$ cat src/design/rfcc_pkg.sv
package rfcc_pkg;

    // Default limit on the number of bytes that take part in the check.
    localparam int MAX_FRAME_BYTES_DEF = 256;

    // CRC-16 generator polynomial, register shifting left.
    localparam logic [15:0] CRC_POLY = 16'h8005;

    // Frame status codes reported on the last byte of a burst.
    typedef enum logic [1:0] {
        STATUS_OK       = 2'd0,
        STATUS_CRC_ERR  = 2'd1,
        STATUS_LEN_ERR  = 2'd2,
        STATUS_OVERRUN  = 2'd3
    } frame_status_t;

    // One received byte with its end-of-burst flag.
    typedef struct packed {
        logic [7:0] rx_byte;
        logic       burst_end;
    } rx_item_t;

    // Result of checking one byte.
    typedef struct packed {
        logic          out_last;
        frame_status_t frame_status;
    } check_res_t;

    // Feed one byte into the CRC, least significant bit first.
    function automatic logic [15:0] crc_feed(input logic [15:0] crc_in, input logic [7:0] data);
        logic [15:0] crc;
        logic        fb;
        crc = crc_in;
        for (int i = 0; i < 8; i++) begin
            fb  = data[i] ^ crc[15];
            crc = {crc[14:0], 1'b0};
            if (fb) begin
                crc = crc ^ CRC_POLY;
            end
        end
        return crc;
    endfunction

endpackage

$ cat src/design/response_frame_crc_checker_top.sv
// Response frame CRC checker.
// The slave channel takes one received response byte per transfer in
// s_tdata, with s_tlast on the last byte of the burst. Byte 0 carries the
// frame count N; a CRC-16 (polynomial 0x8005, start value 0, bits fed LSB
// first) over bytes 0 to N-3 must match bytes N-2 (low) and N-1 (high).
// The master channel returns every byte unchanged with the same tlast; on
// the last byte m_tuser carries the frame status: ok, CRC mismatch, length
// error or buffer overrun (more than MAX_FRAME_BYTES bytes in the burst).
// An input transfer reaches its shown result through an input register and
// a result register. Throughput is one byte per cycle while the receiver
// takes results: the whole CRC byte step sits between the two registers.
// Reset clears both valid flags and the frame state; no clearing pass is
// needed. When the receiver stalls, the result register holds and the
// input register still takes one more byte, after which s_tready falls
// until the result is taken.
module response_frame_crc_checker_top #(
    parameter int MAX_FRAME_BYTES = rfcc_pkg::MAX_FRAME_BYTES_DEF
) (
    input  logic       aclk,
    input  logic       aresetn,
    input  logic       s_tvalid,
    output logic       s_tready,
    input  logic [7:0] s_tdata,    // [7:0] rx_byte
    input  logic       s_tlast,
    output logic       m_tvalid,
    input  logic       m_tready,
    output logic [7:0] m_tdata,    // [7:0] out_byte
    output logic       m_tlast,
    output logic [1:0] m_tuser     // [1:0] frame_status
);

    rfcc_pkg::rx_item_t   in_item;
    rfcc_pkg::rx_item_t   held_item;
    rfcc_pkg::check_res_t res;
    logic                 held_valid;
    logic                 advance;

    logic       m_valid_reg, m_valid_next;
    logic [7:0] m_data_reg;
    logic       m_last_reg;
    logic [1:0] m_status_reg;

    assign in_item.rx_byte   = s_tdata;
    assign in_item.burst_end = s_tlast;

    // The held byte moves on when the result register is free or drains.
    assign advance = held_valid && (!m_valid_reg || m_tready);

    rfcc_in_reg u_in_reg (
        .aclk       (aclk),
        .aresetn    (aresetn),
        .in_valid   (s_tvalid),
        .in_ready   (s_tready),
        .in_item    (in_item),
        .held_valid (held_valid),
        .held_item  (held_item),
        .advance    (advance)
    );

    rfcc_check #(
        .MAX_FRAME_BYTES (MAX_FRAME_BYTES)
    ) u_check (
        .aclk    (aclk),
        .aresetn (aresetn),
        .fire    (advance),
        .item    (held_item),
        .res     (res)
    );

    // Result register valid flag.
    always_comb begin
        m_valid_next = m_valid_reg;
        if (advance) begin
            m_valid_next = 1'b1;
        end else if (m_tready) begin
            m_valid_next = 1'b0;
        end
    end

    always_ff @(posedge aclk) begin
        if (!aresetn) begin
            m_valid_reg <= 1'b0;
        end else begin
            m_valid_reg <= m_valid_next;
        end
    end

    // Result payload, loaded on each transfer out of the input register.
    always_ff @(posedge aclk) begin
        if (advance) begin
            m_data_reg   <= held_item.rx_byte;
            m_last_reg   <= res.out_last;
            m_status_reg <= res.frame_status;
        end
    end

    assign m_tvalid = m_valid_reg;
    assign m_tdata  = m_data_reg;
    assign m_tlast  = m_last_reg;
    assign m_tuser  = m_status_reg;

endmodule

$ cat src/design/rfcc_in_reg.sv
module rfcc_in_reg (
    input  logic              aclk,
    input  logic              aresetn,
    input  logic              in_valid,
    output logic              in_ready,
    input  rfcc_pkg::rx_item_t in_item,
    output logic              held_valid,
    output rfcc_pkg::rx_item_t held_item,
    input  logic              advance
);

    logic               valid_reg;
    logic               valid_next;
    rfcc_pkg::rx_item_t item_reg;

    // The register takes a new transfer when it is empty or drains in this cycle.
    assign in_ready   = !valid_reg || advance;
    assign held_valid = valid_reg;
    assign held_item  = item_reg;

    always_comb begin
        valid_next = valid_reg;
        if (in_valid && in_ready) begin
            valid_next = 1'b1;
        end else if (advance) begin
            valid_next = 1'b0;
        end
    end

    // Valid flag under reset; the payload needs none.
    always_ff @(posedge aclk) begin
        if (!aresetn) begin
            valid_reg <= 1'b0;
        end else begin
            valid_reg <= valid_next;
        end
    end

    always_ff @(posedge aclk) begin
        if (in_valid && in_ready) begin
            item_reg <= in_item;
        end
    end

endmodule

$ cat src/design/rfcc_check.sv
module rfcc_check #(
    parameter int MAX_FRAME_BYTES = rfcc_pkg::MAX_FRAME_BYTES_DEF
) (
    input  logic                 aclk,
    input  logic                 aresetn,
    input  logic                 fire,
    input  rfcc_pkg::rx_item_t   item,
    output rfcc_pkg::check_res_t res
);

    localparam int POS_W = $clog2(MAX_FRAME_BYTES + 1);
    localparam int CMP_W = (POS_W + 1 > 9) ? POS_W + 1 : 9;
    localparam logic [POS_W-1:0] POS_MAX = POS_W'(MAX_FRAME_BYTES);

    logic [POS_W-1:0] pos_reg, pos_next;
    logic [15:0]      crc_reg, crc_next;
    logic [7:0]       count_reg, count_next;
    logic [1:0]       chk_reg, chk_next;
    logic             mism_reg, mism_next;
    logic             ovr_reg, ovr_next;

    logic [7:0]       n_cur;
    logic [CMP_W-1:0] p_ext;
    logic [CMP_W-1:0] n_ext;
    logic [CMP_W-1:0] p_plus1;
    logic [CMP_W-1:0] p_plus2;
    rfcc_pkg::frame_status_t status;

    // Frame count is taken from byte 0 of the burst.
    assign n_cur   = (pos_reg == '0) ? item.rx_byte : count_reg;
    assign p_ext   = CMP_W'(pos_reg);
    assign n_ext   = CMP_W'(n_cur);
    assign p_plus1 = p_ext + CMP_W'(1);
    assign p_plus2 = p_ext + CMP_W'(2);

    // Per-byte state update: CRC over the body, compare on the two check bytes.
    always_comb begin
        pos_next   = pos_reg;
        crc_next   = crc_reg;
        count_next = count_reg;
        chk_next   = chk_reg;
        mism_next  = mism_reg;
        ovr_next   = ovr_reg;
        if (pos_reg >= POS_MAX) begin
            ovr_next = 1'b1;
        end else begin
            count_next = n_cur;
            if (p_plus2 < n_ext) begin
                crc_next = rfcc_pkg::crc_feed(crc_reg, item.rx_byte);
            end else if (p_plus2 == n_ext) begin
                if (item.rx_byte != crc_reg[7:0]) begin
                    mism_next = 1'b1;
                end
                chk_next = chk_reg + 2'd1;
            end else if (p_plus1 == n_ext) begin
                if (item.rx_byte != crc_reg[15:8]) begin
                    mism_next = 1'b1;
                end
                chk_next = chk_reg + 2'd1;
            end
            pos_next = pos_reg + POS_W'(1);
        end
    end

    // Status from the updated state, in priority order.
    always_comb begin
        status = rfcc_pkg::STATUS_OK;
        if (item.burst_end) begin
            if (ovr_next) begin
                status = rfcc_pkg::STATUS_OVERRUN;
            end else if (count_next < 8'd2 || chk_next < 2'd2) begin
                status = rfcc_pkg::STATUS_LEN_ERR;
            end else if (mism_next) begin
                status = rfcc_pkg::STATUS_CRC_ERR;
            end
        end
    end

    assign res.out_last     = item.burst_end;
    assign res.frame_status = status;

    // State advances on each transfer and clears after the last byte of a burst.
    always_ff @(posedge aclk) begin
        if (!aresetn) begin
            pos_reg   <= '0;
            crc_reg   <= '0;
            count_reg <= '0;
            chk_reg   <= '0;
            mism_reg  <= 1'b0;
            ovr_reg   <= 1'b0;
        end else if (fire) begin
            if (item.burst_end) begin
                pos_reg   <= '0;
                crc_reg   <= '0;
                count_reg <= '0;
                chk_reg   <= '0;
                mism_reg  <= 1'b0;
                ovr_reg   <= 1'b0;
            end else begin
                pos_reg   <= pos_next;
                crc_reg   <= crc_next;
                count_reg <= count_next;
                chk_reg   <= chk_next;
                mism_reg  <= mism_next;
                ovr_reg   <= ovr_next;
            end
        end
    end

    // A burst end leaves the checker clear for the next burst.
    a_clear_after_end: assert property (@(posedge aclk) disable iff (!aresetn)
        fire && item.burst_end |=> pos_reg == '0 && crc_reg == '0 && !ovr_reg)
        else $error("checker state not cleared after burst end");

    // The byte position saturates at the frame limit.
    a_pos_limit: assert property (@(posedge aclk) disable iff (!aresetn)
        pos_reg <= POS_MAX)
        else $error("byte position beyond frame limit");

    // At most two check bytes can be counted in one burst.
    a_chk_count: assert property (@(posedge aclk) disable iff (!aresetn)
        chk_reg != 2'd3)
        else $error("more than two check bytes counted");

    // Overrun is only reported once the limit has been reached.
    a_overrun_src: assert property (@(posedge aclk) disable iff (!aresetn)
        fire && res.frame_status == rfcc_pkg::STATUS_OVERRUN |-> pos_reg == POS_MAX)
        else $error("overrun reported below the frame limit");

    // Only the last byte of a burst carries a non-zero status.
    a_status_last: assert property (@(posedge aclk) disable iff (!aresetn)
        fire && !item.burst_end |-> res.frame_status == rfcc_pkg::STATUS_OK)
        else $error("status reported on a byte that is not last");

endmodule

$ cat config.mk
export PLATFORM = sky130hd
export DESIGN_NAME = response_frame_crc_checker_top
export DESIGN_NICKNAME = d
export VERILOG_FILES = /design/src/design/rfcc_pkg.sv /design/src/design/response_frame_crc_checker_top.sv /design/src/design/rfcc_in_reg.sv /design/src/design/rfcc_check.sv
export SDC_FILE = /design/constraint.sdc
export NUM_CORES = 1
export LEC_CHECK = 0
export BUFFER_PORTS_ARGS = -buffer_cell sky130_fd_sc_hd__buf_2
export CORE_MARGIN = 1
export CORE_UTILIZATION = 45
export CTS_CLUSTER_DIAMETER = 150
export DETAILED_ROUTE_END_ITERATION = 8
export HOLD_SLACK_MARGIN = 0.06
export SLEW_MARGIN = 20
export SYNTH_ARGS = -nofsm -noshare
export SYNTH_HDL_FRONTEND = slang
export SYNTH_SLANG_ARGS = --single-unit
$ cat constraint.sdc
create_clock -name aclk -period 7.3 [get_ports aclk]
set_input_delay 1.825 -clock aclk [delete_from_list [all_inputs] [get_ports aclk]]
set_output_delay 1.825 -clock aclk [all_outputs]
set_load 0.02 [all_outputs]
==> impl_metrics.py <==
metrics = {
    "synthesis": {
        "syn_area_mm2": 0.003331,
        "synthCells": 344,
        "synth_edf_count": 20,
        "synth_area_per_cell_um2": 9.682,
        "ys_seq_area_share_pct": 41.47,
        "synth_fp_nets": 368,
        "synth_seq_cells": 59,
        "synth_flop_cell": "dfxtp_1",
        "ys_warn_count": 0,
        "synth_cell_types": 52,
        "async_reset_ff_share_pct": 0,
    },
    "final_layout": {
        "regArea_mm2": 0.001381,
        "fin_cells": 467,
        "postLayoutCoreUtil_pct": 53.28,
        "nFillCells": 649,
        "drive_gt1_share_pct": 15.36,
        "syn_to_final_growth_pct": 11.68,
        "design_area_mm2": 0.003720,
        "multiInputGateArea_mm2": 0.001851,
        "largest_reg_flops": 16,
        "diodes": 0,
        "fin_nets": 390,
    },
    "floorplan": {
        "design.die.area_mm2": 0.007749,
        "row_count": 30,
        "die_width_um": 88.03,
        "die_h_um": 88.03,
        "start_util_pct": 47.71,
        "core_mm2": 0.006982,
        "pin_count": 26,
    },
    "worst_setup_path": {
        "cp_data_required_time_ns": 7.54,
        "setup.worst_path.class": "input pin to register",
        "cp_max_fo": 24,
        "worst_setup_path_start_kind": "input pin",
        "cp-end-kind": "register",
        "arrival_ns": 4.59,
    },
    "timing": {
        "finalSetupViolations": 0,
        "clock_skew_ns": 0.01223,
        "achievable-frequency_ghz": 0.2302,
        "slew_violations": 0,
        "holdWs_ns": 0.4945,
        "grt_setup_unrepaired": "no",
        "hold_viol": 0,
        "worst_pin_slew_ns": 0.7173,
        "slew_headroom_pct": 52.18,
        "min_period_ns": 4.345,
        "fin_crit_sh_pct": 59.52,
        "tns_ns": 0,
    },
    "job": {
        "drv_cap": 0,
    },
    "clock_network": {
        "htreeDepth": 3,
        "cts_tree": "built",
        "clk_latency_ns": 0.35,
        "cts-hold-fix-buffers": 0,
        "post-cts-setup-buffers": 0,
        "cts-buffers-inserted": 9,
        "path_clk_slew_ns": 0.07,
        "cts.sinks": 59,
        "cts.repair.resized": 0,
        "clockBufferDepth": 2,
        "cts_root_buf": "clkbuf_8",
    },
    "power_and_ir_drop": {
        "p_per_area_mw_per_mm2": 204.2,
        "combPwrFrac_pct": 13.2,
        "power.switching_uw": 205.6,
        "peakVddDrop_mv": 0.09472,
        "clock_power_share_pct": 38.9,
        "leakage_nw": 1.273,
        "power.share.switching_pct": 27.06,
        "p_seq_share_pct": 47.9,
        "internal_power_uw": 554.1,
    },
    "min_path": {
        "min_path_type": "register to register",
    },
    "route": {
        "ant_nets": 0,
        "wl_per_cell_um": 14.97,
        "route.detailed.drc": 0,
        "drt_first_pass_iters": 4,
        "avgViaCountPerCell": 5.268,
        "wl_um": 6993,
        "vias": 2460,
        "first_iter_violations": 172,
    },
    "placed_design": {
        "io_buffers": 25,
        "dp_hpwl_um": 4973,
        "dp_cells": 451,
        "routabilityCongestion": 0.8148,
        "place_area_mm2": 0.003526,
    },
    "run_status": {
        "status": "completed",
    },
    "global_routing": {
        "grt.total_usage_pct": 19.42,
        "grt_pass1_vias": 2181,
        "grt_start_max_net_pins": 42,
        "grt_pass1_wl_um": 11200,
        "grt-ovfl-total": 0,
        "grt_antenna_before_repair": 0,
    },
}
power by group through the flow:
| stage | logic (mW) | clock network [mW] | registers (mW) |
|---|---|---|---|
| after global placement | 0.0990 | 0 | 0.371 |
| final | 0.100 | 0.296 | 0.364 |
| after global routing | 0.111 | 0.312 | 0.365 |
| after detailed placement | 0.0990 | 0 | 0.371 |
| after floorplan | 0.0755 | 0 | 0.371 |
| after CTS | 0.100 | 0.299 | 0.364 |
final timing paths:
path	to	slack, ns	start	cells after the start
hold reg to reg	u_check.mism_reg	0.49	u_check.mism_reg	2
setup / recovery	u_check.crc_reg[12]	2.96	m_tready	11
hold / removal	u_check.mism_reg	0.49	u_check.mism_reg	2
setup reg to reg	m_tuser[1]	3.73	u_check.pos_reg[0]	15
cell families after synthesis:
kind of cell | Yosys count | synth area share [%]
and+or+nand+nor | 121 | 21.30
muxes | 8 | 2.667
xor gates and xnor gates | 58 | 15.25
buffers and inverters | 23 | 2.967
AOI/OAI and AO/OA | 64 | 12.21
DFF | 59 | 41.47
adders and majority gates | 11 | 4.132
per-stage QoR:
stage / total power [mW] / worst slack [ns]
final: 0.7597 / 2.955
after global routing: 0.7876 / 2.736
after CTS: 0.7631 / 3.041
after detailed placement: 0.4701 / 2.681
after global placement: 0.4702 / 2.791
after floorplan: 0.4462 / 3.297
layout make-up:
| cell class | instances | area share (%) |
|---|---|---|
| repair buffers | 29 | 4.171 |
| inverters | 5 | 0.5045 |
| clock buffers | 10 | 3.431 |
| well taps | 96 | 3.229 |
| multi-input cells | 262 | 49.75 |
| clock inverters | 6 | 1.783 |
| flip-flops and latches | 59 | 37.13 |
synth_stat cells (all sizes together), types with 2 or more instances:
cell type | instances | area [um^2]
a22oi | 2 | 15.01
nor2 | 16 | 60.06
a21oi | 26 | 141.4
a21o | 6 | 45.04
nand4 | 10 | 62.56
nand2b | 2 | 12.51
buf | 6 | 35.03
o21ai | 16 | 80.07
mux2i | 7 | 77.58
ha | 11 | 137.6
nor3b | 5 | 37.54
dfxtp | 39 | 780.8
nor2b | 26 | 162.7
clkbuf | 12 | 45.04
and4 | 2 | 18.77
nand3 | 13 | 70.07
and2 | 10 | 62.56
o211ai | 2 | 15.01
a32oi | 2 | 17.52
xor2 | 8 | 70.07
edfxtp | 20 | 600.6
nor3 | 17 | 85.08
nor4 | 3 | 40.04
xnor2 | 50 | 437.9
nand2 | 14 | 60.06
inv | 4 | 15.01
cell usage in the layout, fill, tap and decap left out, types with 2 or more instances in the layout:
cell        Yosys  layout
a21o_1          6       6
a21oi_1        25      25
a22oi_1         2       2
a32oi_1         2       2
and2_1         10      10
buf_2           1      25
buf_4           1       4
clkbuf_8        0       9
clkinvlp_4      0       3
dfxtp_1        39      39
edfxtp_1       20      20
ha_1           11      11
inv_1           4       4
mux2i_1         5       5
mux2i_2         2       2
nand2_1        13      13
nand2b_1        2       2
nand3_1        12      12
nand4_1        10      10
nor2_1         16      16
nor2b_1        26      26
nor3_1         17      17
nor3b_1         5       5
o211ai_1        2       2
o21ai_0        15      15
xnor2_1        50      50
xor2_1          8       8
critical path, stage by stage:
cell and delay (ns):
buf_2 0.09, nor2b_1 0.20, nand2b_1 0.61, clkinv_1 0.70, o21ai_1 0.25, buf_4 0.21, o21bai_1 0.13, buf_4 0.28
nor3b_1 0.09, a21oi_1 0.13, nor2b_1 0.06
per-layer routing:
layer	global-route usage (%)	vias to the layer above	wire, um
met5	0	-	0
met3	3.393	11	223
met2	27.70	49	2923
met4	9.238	0	138
li1	-	1262	-
met1	28.25	1138	3707
(Power assumes the default switching activity.)
